[src/te2f_pkg.sv]
package te2f_pkg;

  typedef enum logic [2:0] {
    ET_FP32  = 3'd0,
    ET_FP16  = 3'd1,
    ET_INT8  = 3'd2,
    ET_INT32 = 3'd3,
    ET_BOOL  = 3'd4,
    ET_UINT8 = 3'd5
  } elem_type_e;

  localparam logic [31:0] SignBit32 = 32'h8000_0000;
  localparam logic [31:0] OneF32    = 32'h3F80_0000;
  localparam logic [7:0]  ExpInfNan = 8'hFF;

  // Position of the highest set bit; 0 when the value is zero.
  function automatic logic [4:0] msb_pos(input logic [31:0] v);
    logic [4:0] p;
    p = '0;
    for (int i = 0; i < 32; i++) begin
      if (v[i]) p = 5'(i);
    end
    return p;
  endfunction

endpackage

[src/te2f_mag_cvt.sv]
// Unsigned 32-bit magnitude to single float, round to nearest even.
module te2f_mag_cvt (
  input  logic [31:0] mag_i,
  output logic [31:0] float_o
);
  logic [4:0]  p;
  logic [4:0]  sh;
  logic [31:0] norm;
  logic [31:0] lowmask;
  logic [31:0] rem;
  logic [31:0] half;
  logic [24:0] mant;
  logic        rnd_up;

  always_comb begin
    p       = te2f_pkg::msb_pos(mag_i);
    sh      = (p > 5'd23) ? 5'(p - 5'd23) : 5'd0;
    norm    = (p <= 5'd23) ? (mag_i << (5'd23 - p)) : (mag_i >> sh);
    lowmask = (32'd1 << sh) - 32'd1;
    rem     = mag_i & lowmask;
    half    = (sh == 5'd0) ? 32'd0 : (32'd1 << (sh - 5'd1));
    rnd_up  = (sh != 5'd0) && ((rem > half) || ((rem == half) && norm[0]));
    mant    = {1'b0, norm[23:0]} + {24'd0, rnd_up};
    // a carry into bit 24 bumps the exponent through the add
    if (mag_i == 32'd0) begin
      float_o = '0;
    end else begin
      float_o = {1'b0, 8'(p) + 8'd127, 23'd0} + {7'd0, mant} - 32'h0080_0000;
    end
  end
endmodule

[src/te2f_label.sv]
// Float bits to byte label: round half away from zero, saturate, NaN and negatives to 0.
module te2f_label (
  input  logic [31:0] float_i,
  output logic [7:0]  label_o
);
  logic [7:0]  e;
  logic [23:0] sig;
  logic [4:0]  sh;
  logic [8:0]  twice;
  logic [8:0]  r;

  always_comb begin
    e     = float_i[30:23];
    sig   = {1'b1, float_i[22:0]};
    sh    = 5'(8'd149 - e);
    twice = 9'(sig >> sh);
    r     = 9'((10'(twice) + 10'd1) >> 1);
    if (e == te2f_pkg::ExpInfNan && float_i[22:0] != '0) label_o = '0;
    else if (float_i[31])                                label_o = '0;
    else if (e >= 8'd135)                                label_o = 8'hFF;
    else if (e < 8'd126)                                 label_o = '0;
    else if (r > 9'd255)                                 label_o = 8'hFF;
    else                                                 label_o = r[7:0];
  end
endmodule

[src/tensor_element_to_fp32_top.sv]
// Pipeline: the accepting edge loads the input registers, which feed the result registers and strobe.
// Throughput: one element per cycle; busy_o is always low and start_i is taken every cycle.
// Reset: element_type returns to fp32, pipeline valids clear; payload registers are not reset.
// The receiver cannot stall: each result is shown for exactly one cycle.
module tensor_element_to_fp32_top (
  input  logic        clk_i,
  input  logic        rst_ni,
  input  logic        start_i,
  output logic        busy_o,
  input  logic [31:0] raw_bits_i,
  output logic        done_o,
  output logic [31:0] fp32_bits_o,
  output logic [7:0]  label_o,
  input  logic        psel,
  input  logic        penable,
  input  logic        pwrite,
  input  logic [1:0]  paddr,
  input  logic [31:0] pwdata,
  output logic [31:0] prdata,
  output logic        pready
);
  logic [2:0]  etype_q;
  logic        in_vld_q;
  logic [31:0] raw_q;
  logic [2:0]  et_q;
  logic        out_vld_q;
  logic [31:0] fb_q, fb_d;
  logic [7:0]  lab_q, lab_d;

  logic [7:0]  b;
  logic [31:0] mag;
  logic [31:0] mag_f;
  logic [31:0] hf;
  logic [31:0] lab_src;
  logic [7:0]  lab_f;
  logic [9:0]  hm;
  logic [4:0]  he;
  logic [3:0]  hp;
  logic [9:0]  hn;

  assign busy_o = 1'b0;
  assign pready = 1'b1;
  assign prdata = {29'd0, etype_q};

  always_ff @(posedge clk_i or negedge rst_ni) begin
    if (!rst_ni) begin
      etype_q   <= 3'(te2f_pkg::ET_FP32);
      in_vld_q  <= 1'b0;
      out_vld_q <= 1'b0;
    end else begin
      if (psel && penable && pwrite && paddr == 2'd0) etype_q <= pwdata[2:0];
      in_vld_q  <= start_i;
      out_vld_q <= in_vld_q;
    end
  end

  always_ff @(posedge clk_i) begin
    raw_q <= raw_bits_i;
    et_q  <= etype_q;
    fb_q  <= fb_d;
    lab_q <= lab_d;
  end

  always_comb begin
    b  = raw_q[7:0];
    hm = raw_q[9:0];
    he = raw_q[14:10];
    hp = 4'(te2f_pkg::msb_pos({22'd0, hm}));
    hn = 10'(hm << (4'd10 - hp));
    if (he == 5'd0) begin
      if (hm == '0) hf = {raw_q[15], 31'd0};
      else hf = {raw_q[15], 8'(8'd103 + 8'(hp)), hn, 13'd0};
    end else if (he == 5'h1F) begin
      hf = {raw_q[15], 8'hFF, hm, 13'd0};
    end else begin
      hf = {raw_q[15], 8'(8'(he) + 8'd112), hm, 13'd0};
    end
    case (et_q)
      te2f_pkg::ET_INT8:  mag = b[7] ? {24'd0, 8'(9'h100 - {1'b0, b})} : {24'd0, b};
      te2f_pkg::ET_INT32: mag = raw_q[31] ? (32'd0 - raw_q) : raw_q;
      default:            mag = {24'd0, b};
    endcase
    lab_src = (et_q == 3'(te2f_pkg::ET_FP16)) ? hf : raw_q;
  end

  te2f_mag_cvt u_mag (.mag_i(mag), .float_o(mag_f));
  te2f_label   u_lab (.float_i(lab_src), .label_o(lab_f));

  always_comb begin
    case (et_q)
      te2f_pkg::ET_FP32: begin fb_d = raw_q; lab_d = lab_f; end
      te2f_pkg::ET_FP16: begin fb_d = hf; lab_d = lab_f; end
      te2f_pkg::ET_INT8: begin
        fb_d  = b[7] ? (te2f_pkg::SignBit32 | mag_f) : mag_f;
        lab_d = b[7] ? 8'd0 : b;
      end
      te2f_pkg::ET_INT32: begin
        fb_d  = raw_q[31] ? (te2f_pkg::SignBit32 | mag_f) : mag_f;
        lab_d = raw_q[31] ? 8'd0 : ((raw_q > 32'd255) ? 8'hFF : raw_q[7:0]);
      end
      te2f_pkg::ET_BOOL: begin
        fb_d  = (b != 0) ? te2f_pkg::OneF32 : 32'd0;
        lab_d = (b != 0) ? 8'hFF : 8'd0;
      end
      te2f_pkg::ET_UINT8: begin fb_d = mag_f; lab_d = b; end
      default: begin fb_d = '0; lab_d = '0; end
    endcase
  end

  assign done_o      = out_vld_q;
  assign fp32_bits_o = fb_q;
  assign label_o     = lab_q;

  a_pipe: assert property (@(posedge clk_i) disable iff (!rst_ni)
    start_i |-> ##2 done_o) else $error("request lost in pipeline");
  a_nostart: assert property (@(posedge clk_i) disable iff (!rst_ni)
    !$past(start_i, 2) && $past(rst_ni, 2) |-> !done_o) else $error("spurious result");
  a_bool: assert property (@(posedge clk_i) disable iff (!rst_ni)
    done_o && $past(et_q) == 3'(te2f_pkg::ET_BOOL) |-> (label_o == 8'hFF) == (fp32_bits_o != 0))
    else $error("bool outputs disagree");
endmodule

[config.mk]
export PLATFORM = sky130hd
export DESIGN_NAME = tensor_element_to_fp32_top
export DESIGN_NICKNAME = d
export VERILOG_FILES = /design/src/te2f_pkg.sv /design/src/te2f_mag_cvt.sv /design/src/te2f_label.sv /design/src/tensor_element_to_fp32_top.sv
export SDC_FILE = /design/constraint.sdc
export NUM_CORES = 1
export LEC_CHECK = 0
export ABC_AREA = 1
export BUFFER_PORTS_ARGS = -buffer_cell sky130_fd_sc_hd__buf_2
export CORE_UTILIZATION = 33
export CTS_CLUSTER_SIZE = 28
export DETAILED_ROUTE_END_ITERATION = 8
export PLACE_DENSITY = 0.57
export RECOVER_POWER = 50
export SLEW_MARGIN = 5
export SYNTH_ARGS = -nofsm -noshare
export SYNTH_HDL_FRONTEND = slang
export SYNTH_SLANG_ARGS = --single-unit
[constraint.sdc]
create_clock -name clk_i -period 12.67 [get_ports clk_i]
set_clock_uncertainty 0.2 [all_clocks]
set_input_delay 3.801 -clock clk_i [delete_from_list [all_inputs] [get_ports clk_i]]
set_output_delay 3.801 -clock clk_i [all_outputs]
set_load 0.03 [all_outputs]
Word level (Yosys, flattened, before mapping)
Index checks and enable logic that the tools add are counted.
W data, S select, Z words.
- word-level logic and storage cells: 126
- input bits: 72
- output and inout port bits: 75
- flip-flop bits (word level): 80
- reductions and logical operators: 17
- equality and inequality tests: 8
- $add $sub $neg: 15
- bitwise gates (word level): 1
- magnitude comparators: 7
- mux-type cells: 65
- shift operators: 6
- operator list (cell ; number):
    $mux W32 ; 6
    $pmux W32 S6 ; 1
    $mux W31 ; 3
    $mux W5 ; 17
    $mux W8 ; 9
    $mux W4 ; 16
    $pmux W32 S2 ; 1
    $shl A1 B5 Y32 const A ; 2
    $pmux W8 S5 ; 1
    $add A31 B25 Y32 ; 1
    $and A32 B32 Y32 ; 1
    $eq A32 B32 Y1 ; 1
    $gt A32 B32 Y1 ; 1
    $gt A32 B8 Y1 const B ; 1
    $logic_not A32 Y1 ; 1
    $shl A32 B5 Y24 ; 1
    $shr A32 B5 Y24 ; 1
    $sub A1 B32 Y32 const A ; 1
    $sub A32 B1 Y32 const B ; 1
    $sub A32 B24 Y32 const B ; 1
    $mux W30 ; 1
    $add A24 B1 Y25 ; 1
    $mux W24 ; 1
    $shr A24 B5 Y9 ; 1
    other kinds (33) ; 48

Longest topological paths before layout
Gate-level depths: netlist of the first run.
- word-level depth: 49
- mapped depth: 87
- gate-level depth less buffers: 83

Hierarchy
A second synthesis of the first run with hierarchy kept.
- cells, all modules: 2315
- area total of the unflattened synthesis: 12981.2 um2
- by module, submodules not included (module ; instances ; area each (um2) ; cells an instance ; seq. area each (um2)):
    te2f_mag_cvt ; 1 ; 6906.6 ; 1359 ; 0.0
    tensor_element_to_fp32_top ; 1 ; 4485.6 ; 629 ; 1626.6
    te2f_label ; 1 ; 1589.0 ; 327 ; 0.0

Worst setup path before layout of the first run
Ideal clock, no wire load.
- kind: register to register
- start: reg raw_q[0]
- end: reg fb_q[25] (netlist: fp32_bits_o[25])
- setup slack: 4.478 ns
- stages on the path, launching flop included: 82
- arrival time: 7.879 ns
- clock period less this slack: 8.192 ns
- setup time: 0.113 ns
- path buffers: 4
- required time: 12.357 ns
- cells stage by stage: dfxtp_1 buf_6 clkinv_4 nand3_4 nor2_4 nand3_2 inv_2 ha_1 a31oi_1 o21a_1 clkinv_1 nand2_1 nand2_1 nand2_1 nand2_1 nand2_1 nand2_1 nand2_1 [... 46 more ...] nand3_1 nand2_1 a2111oi_0 nor2_1 o21ai_0 inv_1 ha_1 ha_1 ha_1 nand2_1 nor2_1 inv_2 nor3_2 nand4_1 nand2_1 nand2_1 nand3_1 nand2_1
- word-level cells in the longest chain between the ends: 49
- elaborated cells between the ends (all ways): 71
- those cells by class: 10 x add/sub; 3 x order compare; 1 x eq/ne; 4 x shift; 44 x mux; 1 x bitwise; 8 x reduce/logical
- RTL lines (item ; line ; text):
    start, declared ; tensor_element_to_fp32_top.sv:24 ; logic [31:0] raw_q;
    start signal, assigned ; tensor_element_to_fp32_top.sv:58 ; raw_q <= raw_bits_i;
    branches (longest 48 deep; another with $sub A1 B32 Y32) ; -- ;
    $pmux W32 S6 * ; tensor_element_to_fp32_top.sv:90 ; case (et_q)
    named net fb_d[25] ; tensor_element_to_fp32_top.sv:27 ; logic [31:0] fb_q, fb_d;
    end signal, assigned ; tensor_element_to_fp32_top.sv:60 ; fb_q <= fb_d;
    end, declared ; tensor_element_to_fp32_top.sv:27 ;
Mark *: on every way through the listed nets, which the timed path passes.
A chain may end at the register's enable or synchronous reset.

Worst setup path after layout of the first run
- start: reg raw_q[0]
- end: reg fb_q[13] (netlist: fp32_bits_o[13])
The elaborated chain is that of the path after synthesis.

==> results of run 1 <==
kinds of logic (layout without fill, tap and decap cells):
logic type,count (synthesis),count (layout),share of synthesized area [%]
and+or+nand+nor,1137,1137,44.8
AOI/OAI and AO/OA,378,378,18.8
buffers and inverters,343,354,13.1
DFF,80,80,14.0
adders and majority gates,55,55,5.92
xor gates and xnor gates,34,34,2.63
muxes,8,8,0.721
other,2,38,0.0646
registers in the layout, indices dropped and copies added, names as in the netlist:
signal       flops
fp32_bits_o     32
etype_q          3
et_q             3
label_o          8
raw_q           32
done_o           1
in_vld_q         1
per-layer routing:
| metal | global-route usage (%) | wire (µm) |
|---|---|---|
| met5 | 0 | 16 |
| met4 | 10.4 | 1800 |
| met3 | 3.58 | 4070 |
| met2 | 40.0 | 20200 |
| met1 | 37.4 | 21700 |
final cells by class:
cell class                      count  share of cell area, %
Timing Repair Buffer              108                   4.52
Tap cell                          455                   4.53
Sequential cell                    80                   12.9
Clock inverter                      6                  0.637
Antenna cell                        1                 0.0199
Clock buffer                       10                   1.99
Multi-Input combinational cell   1649                   68.4
Inverter                          230                   6.96
placed cells by master, fill, tap and decap left out, types with 9 or more instances in the layout:
| cell type | netlist | layout |
|---|---|---|
| nor2_2 | 12 | 12 |
| inv_2 | 44 | 44 |
| nand2_2 | 9 | 9 |
| nand4_1 | 37 | 37 |
| inv_1 | 177 | 177 |
| buf_2 | 23 | 64 |
| nor2_1 | 211 | 211 |
| nand2_1 | 547 | 547 |
| nor2_4 | 16 | 16 |
| dfxtp_1 | 75 | 75 |
| conb_1 | 2 | 37 |
| nand3_2 | 9 | 9 |
| nand3_1 | 212 | 212 |
| nor4_1 | 10 | 10 |
| clkbuf_1 | 41 | 22 |
| buf_4 | 37 | 22 |
| xor2_1 | 26 | 26 |
| a21oi_1 | 83 | 83 |
| a31oi_1 | 12 | 12 |
| o21ai_1 | 19 | 19 |
| o21ai_0 | 181 | 181 |
| nor3_1 | 39 | 39 |
| o211ai_1 | 27 | 27 |
| ha_1 | 55 | 55 |
| clkbuf_16 | 0 | 10 |
| o22ai_1 | 9 | 9 |
where the power goes:
| group | switching [µW] | internal (µW) |
|---|---|---|
| sequential | 32.6 | 325 |
| combinational | 2600 | 1010 |
| clock | 119 | 168 |
path summary, 6_finish.rpt:
path / from / to / depth (start not counted)
min reg2reg: in_vld_q / done_o / 0
max: raw_q[0] / fp32_bits_o[13] / 60
max reg2reg: raw_q[0] / fp32_bits_o[13] / 60
min: in_vld_q / done_o / 0
min in group asynchronous: rst_ni / etype_q[0] / 1
max in group asynchronous: rst_ni / done_o / 1
worst max-delay path, delay by kind of cell, from the launching register on:
| kind | cells | cell delay (ns) |
|---|---|---|
| AOI/OAI and AO/OA | 7 | 1.47 |
| and+or+nand+nor | 29 | 4.64 |
| adders and majority gates | 7 | 1.69 |
| DFF | 1 | 0.30 |
| xor gates and xnor gates | 1 | 0.27 |
| buffers and inverters | 16 | 2.22 |
stage by stage:
stage,total power (µW),util (%),setup slack [ns],hold WS [ns]
after floorplan,2960,-,4.48,0.131
after detailed placement,3880,35.4,1.91,0.146
final,4250,36.3,1.67,0.147
after global placement,3860,35.4,1.96,0.141
after global routing,4610,36.3,0.802,0.169
after CTS,4180,36.4,1.88,0.151
==> flow_results.xml, run 1 <==
<?xml version="1.0" encoding="UTF-8"?>
<metrics>
  <group name="pwr">
    <metric name="power_per_cell_area" unit="mW/mm²">338</metric>
    <metric name="power.static_leakage" unit="µW">0.00583</metric>
    <metric name="vdd_ir_drop_max" unit="mV">0.130</metric>
  </group>
  <group name="yosys">
    <metric name="synth.ff_latch_count" unit="">80</metric>
    <metric name="count_of_flip_flops_with_a_built_in_enable_after_synthesis" unit="">0</metric>
    <metric name="syn-mean-instance-area" unit="µm²">5.70</metric>
    <metric name="yosysTopAreaCell" unit="">nand2_1</metric>
    <metric name="cell_area_after_technology_mapping" unit="mm²">0.0116</metric>
    <metric name="synth_flop_cell" unit="">dfxtp_1</metric>
    <metric name="synth_most_common_cell" unit="">nand2_1</metric>
    <metric name="yosysTopAreaCellShare" unit="%">17.7</metric>
    <metric name="sequential_element_share_of_the_synthesized_area" unit="%">14.0</metric>
    <metric name="synth_warnings" unit="">0</metric>
    <metric name="netlist_top_cells_count" unit="">547 x nand2_1, 212 x nand3_1, 211 x nor2_1</metric>
    <metric name="synth_cells" unit="">2037</metric>
    <metric name="synth-async-reset-ratio" unit="%">6.25</metric>
    <metric name="synth_area_leaders" unit="">nand2_1 18%, dfxtp_1 13%, nand3_1 9.1%</metric>
    <metric name="synth_cell_type_count" unit="">66</metric>
  </group>
  <group name="layout">
    <metric name="filler_cell_count" unit="">3879</metric>
    <metric name="areaGrowthSynthToFinish" unit="%">8.17</metric>
    <metric name="multi_input_area" unit="mm²">0.00860</metric>
    <metric name="finish.cell_count_without_fillers" unit="">2539</metric>
    <metric name="finalNetCount" unit="">2205</metric>
    <metric name="fin_area" unit="mm²">0.0126</metric>
    <metric name="seqCellArea" unit="mm²">0.00163</metric>
    <metric name="drive_gt1_share" unit="%">11.2</metric>
  </group>
  <group name="worst_setup_path">
    <metric name="slowest_delay" unit="ns">0.70</metric>
    <metric name="crit_arrival" unit="ns">10.99</metric>
    <metric name="critPathMaxFanout" unit="">31</metric>
    <metric name="cp-start-kind" unit="">flop</metric>
    <metric name="reg2reg_slack" unit="ns">1.67</metric>
    <metric name="critical_path.endpoint_type" unit="">flop</metric>
    <metric name="worst-setup-path-type" unit="">flop to flop</metric>
    <metric name="worst-endpoint-required" unit="ns">12.67</metric>
    <metric name="cell_type_of_the_slowest_stage_on_the_worst_timing_path" unit="">a21oi_4</metric>
  </group>
  <group name="worst_hold_path">
    <metric name="timing.hold.worst.class" unit="">flop to flop</metric>
  </group>
  <group name="grt">
    <metric name="grt_max_degree" unit="">51</metric>
    <metric name="initial_antenna_violation_count" unit="">2</metric>
    <metric name="overflow" unit="">0</metric>
    <metric name="global_route.usage.total" unit="%">26.4</metric>
    <metric name="grt_pass1_vias" unit="">12500</metric>
    <metric name="grt_pass1_wl" unit="mm">72.7</metric>
  </group>
  <group name="cts">
    <metric name="post_cts_resized" unit="">0</metric>
    <metric name="worst_case_clock_buffer_depth" unit="">2</metric>
    <metric name="cts_post_setup_buffers_inserted" unit="">0</metric>
    <metric name="root_buffer" unit="">clkbuf_16</metric>
    <metric name="clk_pin_slew" unit="ns">0.07</metric>
    <metric name="cts_tree" unit="">yes</metric>
    <metric name="clock-sinks" unit="">80</metric>
    <metric name="clock_insertion_delay_worst_skew" unit="ns">0.36</metric>
    <metric name="htree_num_levels" unit="">3</metric>
    <metric name="tritoncts.num_buffers" unit="">9</metric>
    <metric name="holdBufCountCts" unit="">0</metric>
  </group>
  <group name="run">
    <metric name="drv.max_cap_violation_count" unit="">0</metric>
  </group>
  <group name="sta">
    <metric name="totalNegativeSetupSlack" unit="ns">0</metric>
    <metric name="total_count_of_hold_check_failures_in_the_final_report" unit="">0</metric>
    <metric name="max_freq" unit="MHz">90.9</metric>
    <metric name="period_needed" unit="ns">11.00</metric>
    <metric name="timing.final.crit_share" unit="%">86.8</metric>
    <metric name="slew-limit-headroom" unit="%">32.1</metric>
    <metric name="rsz0062_at_grt" unit="">false</metric>
    <metric name="finalMaxSlewViolations" unit="">0</metric>
    <metric name="worst_pin_slew" unit="ns">1.01</metric>
    <metric name="setup_viol_count_final" unit="">0</metric>
  </group>
  <group name="routing">
    <metric name="post-route-drc-count" unit="">0</metric>
    <metric name="wire_per_inst" unit="µm">18.8</metric>
    <metric name="final_antenna_net_count" unit="">0</metric>
    <metric name="post_drt_via_cell_ratio" unit="">5.52</metric>
    <metric name="number_of_drc_markers_in_iteration_0" unit="">1716</metric>
    <metric name="routed_via_count" unit="">14000</metric>
    <metric name="wl" unit="mm">47.8</metric>
    <metric name="iteration_count_of_the_initial_detailed_routing_pass" unit="">6</metric>
  </group>
  <group name="die">
    <metric name="die_area" unit="mm²">0.0360</metric>
    <metric name="chipWidth" unit="µm">190</metric>
    <metric name="floorplan.die.height" unit="µm">190</metric>
    <metric name="rows" unit="">68</metric>
    <metric name="core" unit="mm²">0.0346</metric>
    <metric name="start_util" unit="%">33.6</metric>
    <metric name="top_level_ports" unit="">147</metric>
  </group>
  <group name="run_status">
    <metric name="outcome" unit="">finished, final reports clean</metric>
  </group>
  <group name="place">
    <metric name="placed_cells_incl_taps" unit="">2522</metric>
    <metric name="port_buffers" unit="">86</metric>
    <metric name="dp.final_hpwl" unit="mm">38.3</metric>
    <metric name="place_area" unit="mm²">0.0123</metric>
    <metric name="gp_routability_congestion" unit="">0.992</metric>
  </group>
</metrics>
(Power assumes the default switching activity.)
==> run 2, diff against run 1 <==
Settings changed: ABC_AREA 1 to 0, CAP_MARGIN from default to 0, PLACE_DENSITY 0.57 to default.
==> run 2 against run 1 <==
Utilization decreased by 0.13 points. Sequential share of layout area fell by 1.6 points. First-iteration DRC count increased by 23%. Global-route usage increased by 0.95 points. Synthesized area is 14% higher. Non-clock buffer count increased by 40.
==> flow_results.xml, run 2 <==
<?xml version="1.0" encoding="UTF-8"?>
<metrics>
  <group name="yosys">
    <metric name="yosys.area_share.xor_xnor" unit="%">4.62</metric>
    <metric name="synth.ff_latch_count" unit="">80</metric>
    <metric name="yosysTopAreaCell" unit="">dfxtp_1</metric>
    <metric name="synth_top_family_by_area" unit="">compound AO/OA/AOI/OAI gates</metric>
    <metric name="synth_adder_area_share" unit="%">5.19</metric>
    <metric name="syn-mean-instance-area" unit="µm²">7.03</metric>
    <metric name="synth_area_leaders" unit="">dfxtp_1 11%, nand2_1 5.2%, ha_1 5.2%</metric>
    <metric name="synth_cells" unit="">1887</metric>
    <metric name="synth-compound-area-share" unit="%">36.3</metric>
    <metric name="synth-async-reset-ratio" unit="%">6.25</metric>
    <metric name="cell_area_after_technology_mapping" unit="mm²">0.0133</metric>
    <metric name="synth_flop_cell" unit="">dfxtp_1</metric>
    <metric name="sequential_element_share_of_the_synthesized_area" unit="%">12.3</metric>
    <metric name="yosys-mux-area-fraction" unit="%">4.67</metric>
    <metric name="count_of_flip_flops_with_a_built_in_enable_after_synthesis" unit="">0</metric>
    <metric name="synth_cell_type_count" unit="">122</metric>
    <metric name="synth_most_common_cell" unit="">nand2_1</metric>
    <metric name="synth_area_in_simple_gates" unit="%">28.6</metric>
    <metric name="netlist_top_cells_count" unit="">184 x nand2_1, 162 x nor2_1, 132 x a21oi_1</metric>
    <metric name="synth_warnings" unit="">0</metric>
    <metric name="yosysTopAreaCellShare" unit="%">11.3</metric>
  </group>
  <group name="die">
    <metric name="die_area" unit="mm²">0.0410</metric>
    <metric name="floorplan.die.height" unit="µm">202</metric>
    <metric name="start_util" unit="%">33.5</metric>
    <metric name="chipWidth" unit="µm">202</metric>
    <metric name="rows" unit="">73</metric>
    <metric name="core" unit="mm²">0.0396</metric>
    <metric name="top_level_ports" unit="">147</metric>
  </group>
  <group name="layout">
    <metric name="drive_gt1_share" unit="%">13.0</metric>
    <metric name="layout.cells.most_common_list" unit="">184 x nand2_1, 162 x nor2_1, 132 x a21oi_1, 115 x o21ai_0, 82 x nor3_1</metric>
    <metric name="areaGrowthSynthToFinish" unit="%">8.13</metric>
    <metric name="finish.utilization" unit="%">36.2</metric>
    <metric name="finalNetCount" unit="">2028</metric>
    <metric name="layout_commonest_cell" unit="">nand2_1</metric>
  </group>
  <group name="worst_setup_path">
    <metric name="critical_path.endpoint_type" unit="">flop</metric>
    <metric name="worst-endpoint-required" unit="ns">12.68</metric>
    <metric name="cp-start-kind" unit="">flop</metric>
    <metric name="slowest_delay" unit="ns">0.79</metric>
    <metric name="worst-setup-path-type" unit="">flop to flop</metric>
    <metric name="critPathMaxFanout" unit="">13</metric>
    <metric name="crit_arrival" unit="ns">11.77</metric>
    <metric name="cp_common_cell" unit="">ha_1</metric>
    <metric name="cell_type_of_the_slowest_stage_on_the_worst_timing_path" unit="">dfxtp_1</metric>
  </group>
  <group name="sta">
    <metric name="timing.final.crit_share" unit="%">92.8</metric>
    <metric name="slew-limit-headroom" unit="%">26.8</metric>
    <metric name="setup_viol_count_final" unit="">0</metric>
    <metric name="total_count_of_hold_check_failures_in_the_final_report" unit="">0</metric>
    <metric name="max_freq" unit="MHz">85.0</metric>
    <metric name="worst_pin_slew" unit="ns">1.09</metric>
    <metric name="period_needed" unit="ns">11.76</metric>
    <metric name="totalNegativeSetupSlack" unit="ns">0</metric>
    <metric name="rsz0062_at_grt" unit="">false</metric>
    <metric name="finalMaxSlewViolations" unit="">0</metric>
  </group>
  <group name="routing">
    <metric name="wire_per_inst" unit="µm">24.0</metric>
    <metric name="iteration_count_of_the_initial_detailed_routing_pass" unit="">6</metric>
    <metric name="final_antenna_net_count" unit="">0</metric>
    <metric name="post_drt_via_cell_ratio" unit="">6.50</metric>
    <metric name="wl" unit="mm">58.3</metric>
    <metric name="routed_via_count" unit="">15800</metric>
    <metric name="post-route-drc-count" unit="">0</metric>
    <metric name="number_of_drc_markers_in_iteration_0" unit="">2114</metric>
  </group>
  <group name="cts">
    <metric name="tritoncts.num_buffers" unit="">9</metric>
    <metric name="cts_tree" unit="">yes</metric>
    <metric name="worst_case_clock_buffer_depth" unit="">2</metric>
    <metric name="cts_post_setup_buffers_inserted" unit="">0</metric>
    <metric name="clk_pin_slew" unit="ns">0.06</metric>
    <metric name="clock_insertion_delay_worst_skew" unit="ns">0.35</metric>
    <metric name="root_buffer" unit="">clkbuf_16</metric>
    <metric name="htree_num_levels" unit="">3</metric>
    <metric name="post_cts_resized" unit="">0</metric>
    <metric name="holdBufCountCts" unit="">0</metric>
    <metric name="clock-sinks" unit="">80</metric>
  </group>
  <group name="pwr">
    <metric name="netSwitchingFraction" unit="%">60.6</metric>
    <metric name="cellInternalPower" unit="µW">1470</metric>
    <metric name="pwr-share-comb" unit="%">82.7</metric>
    <metric name="vdd_ir_drop_max" unit="mV">0.102</metric>
    <metric name="seq_pwr_share" unit="%">10.1</metric>
    <metric name="power_per_cell_area" unit="mW/mm²">260</metric>
    <metric name="netSwitchingPower" unit="µW">2260</metric>
    <metric name="power" unit="µW">3730</metric>
    <metric name="clock_power_share" unit="%">7.2</metric>
    <metric name="power.static_leakage" unit="µW">0.00529</metric>
  </group>
  <group name="place">
    <metric name="port_buffers" unit="">86</metric>
    <metric name="dp.final_hpwl" unit="mm">45.0</metric>
    <metric name="gp_routability_congestion" unit="">1.01</metric>
  </group>
  <group name="grt">
    <metric name="overflow" unit="">0</metric>
    <metric name="initial_antenna_violation_count" unit="">0</metric>
    <metric name="grt_pass1_vias" unit="">14500</metric>
    <metric name="global_route.usage.total" unit="%">27.3</metric>
    <metric name="grt_pass1_wl" unit="mm">87.3</metric>
    <metric name="grt_max_degree" unit="">40</metric>
  </group>
  <group name="run">
    <metric name="drv.max_cap_violation_count" unit="">0</metric>
  </group>
  <group name="run_status">
    <metric name="outcome" unit="">finished, final reports clean</metric>
  </group>
  <group name="worst_hold_path">
    <metric name="timing.hold.worst.class" unit="">flop to flop</metric>
  </group>
</metrics>
[run 2: cell count changes in the layout (fill, tap and decap cells not counted), sizes merged, moves of 41 or more]
cell,delta
a21oi,+46
o21ai,-71
buf,+42
inv,-180
nor2,-79
nand3,-153
nor3,+41
nand2,-372
a211oi,+53
[run 2: cells by family after synthesis]
logic type | Yosys count
DFF | 80
other | 2
and+or+nand+nor | 726
adders and majority gates | 55
muxes | 52
xor gates and xnor gates | 70
buffers and inverters | 227
AOI/OAI and AO/OA | 675
[run 2: worst paths after layout]
| kind | start | slack, ns | cells after the start | to |
|---|---|---|---|---|
| max reg2reg | raw_q[1] | 0.91 | 47 | fp32_bits_o[22] |
| min in group asynchronous | rst_ni | 3.09 | 1 | etype_q[1] |
| max | raw_q[1] | 0.91 | 47 | fp32_bits_o[22] |
| min | in_vld_q | 0.16 | 0 | done_o |
| max in group asynchronous | rst_ni | 8.97 | 1 | etype_q[0] |
| min reg2reg | in_vld_q | 0.16 | 0 | done_o |
[run 2: layout make-up]
type                       count  area (µm²)
clock inverter                 5        62.6
sequential                    80        1630
clock buffer                  11         254
timing repair buffer         148         871
multi-input combinational   1615       10700
tap                          525         657
fill                        4240       25300
antenna                        1        2.50
inverter                      47         176
[run 2: worst max-delay path: cells and delay by family, from the launching register on]
family | cells | cell delay, ns
compound gates | 17 | 3.44
xor+xnor | 2 | 0.37
fa+ha+maj | 6 | 1.64
flops | 1 | 0.79
buf+inv | 7 | 1.43
simple gates | 15 | 3.73
[run 2: per-stage QoR]
stage	instances	hold WS (ns)	worst slack (ns)	instance area, µm²
2_1_floorplan	1922	0.131	2.38	13400
3_3_place_gp	2415	0.137	1.48	14000
3_5_place_dp	2415	0.147	1.22	14000
4_1_cts	2431	0.161	1.21	14400
5_1_grt	2431	0.180	0.189	14300
6_report	2432	0.157	0.912	14300
[run 2: power by group through the flow]
stage | Combinational, µW | Sequential (µW) | Clock, µW
6_report | 3080 | 375 | 269
5_1_grt | 3260 | 382 | 290
4_1_cts | 2990 | 373 | 278
3_5_place_dp | 2980 | 378 | 0
3_3_place_gp | 2970 | 375 | 0
2_1_floorplan | 2010 | 475 | 0
[run 2: routing by layer]
layer  part of all wire, %  global-route usage [%]  vias to the layer above
met2                    44                    42.5                     1044
met5                     0                       0                        -
met4                   4.6                    12.8                        0
met1                    42                    37.0                     7458
met3                    10                    4.01                      146
li1                      -                       -                     7171
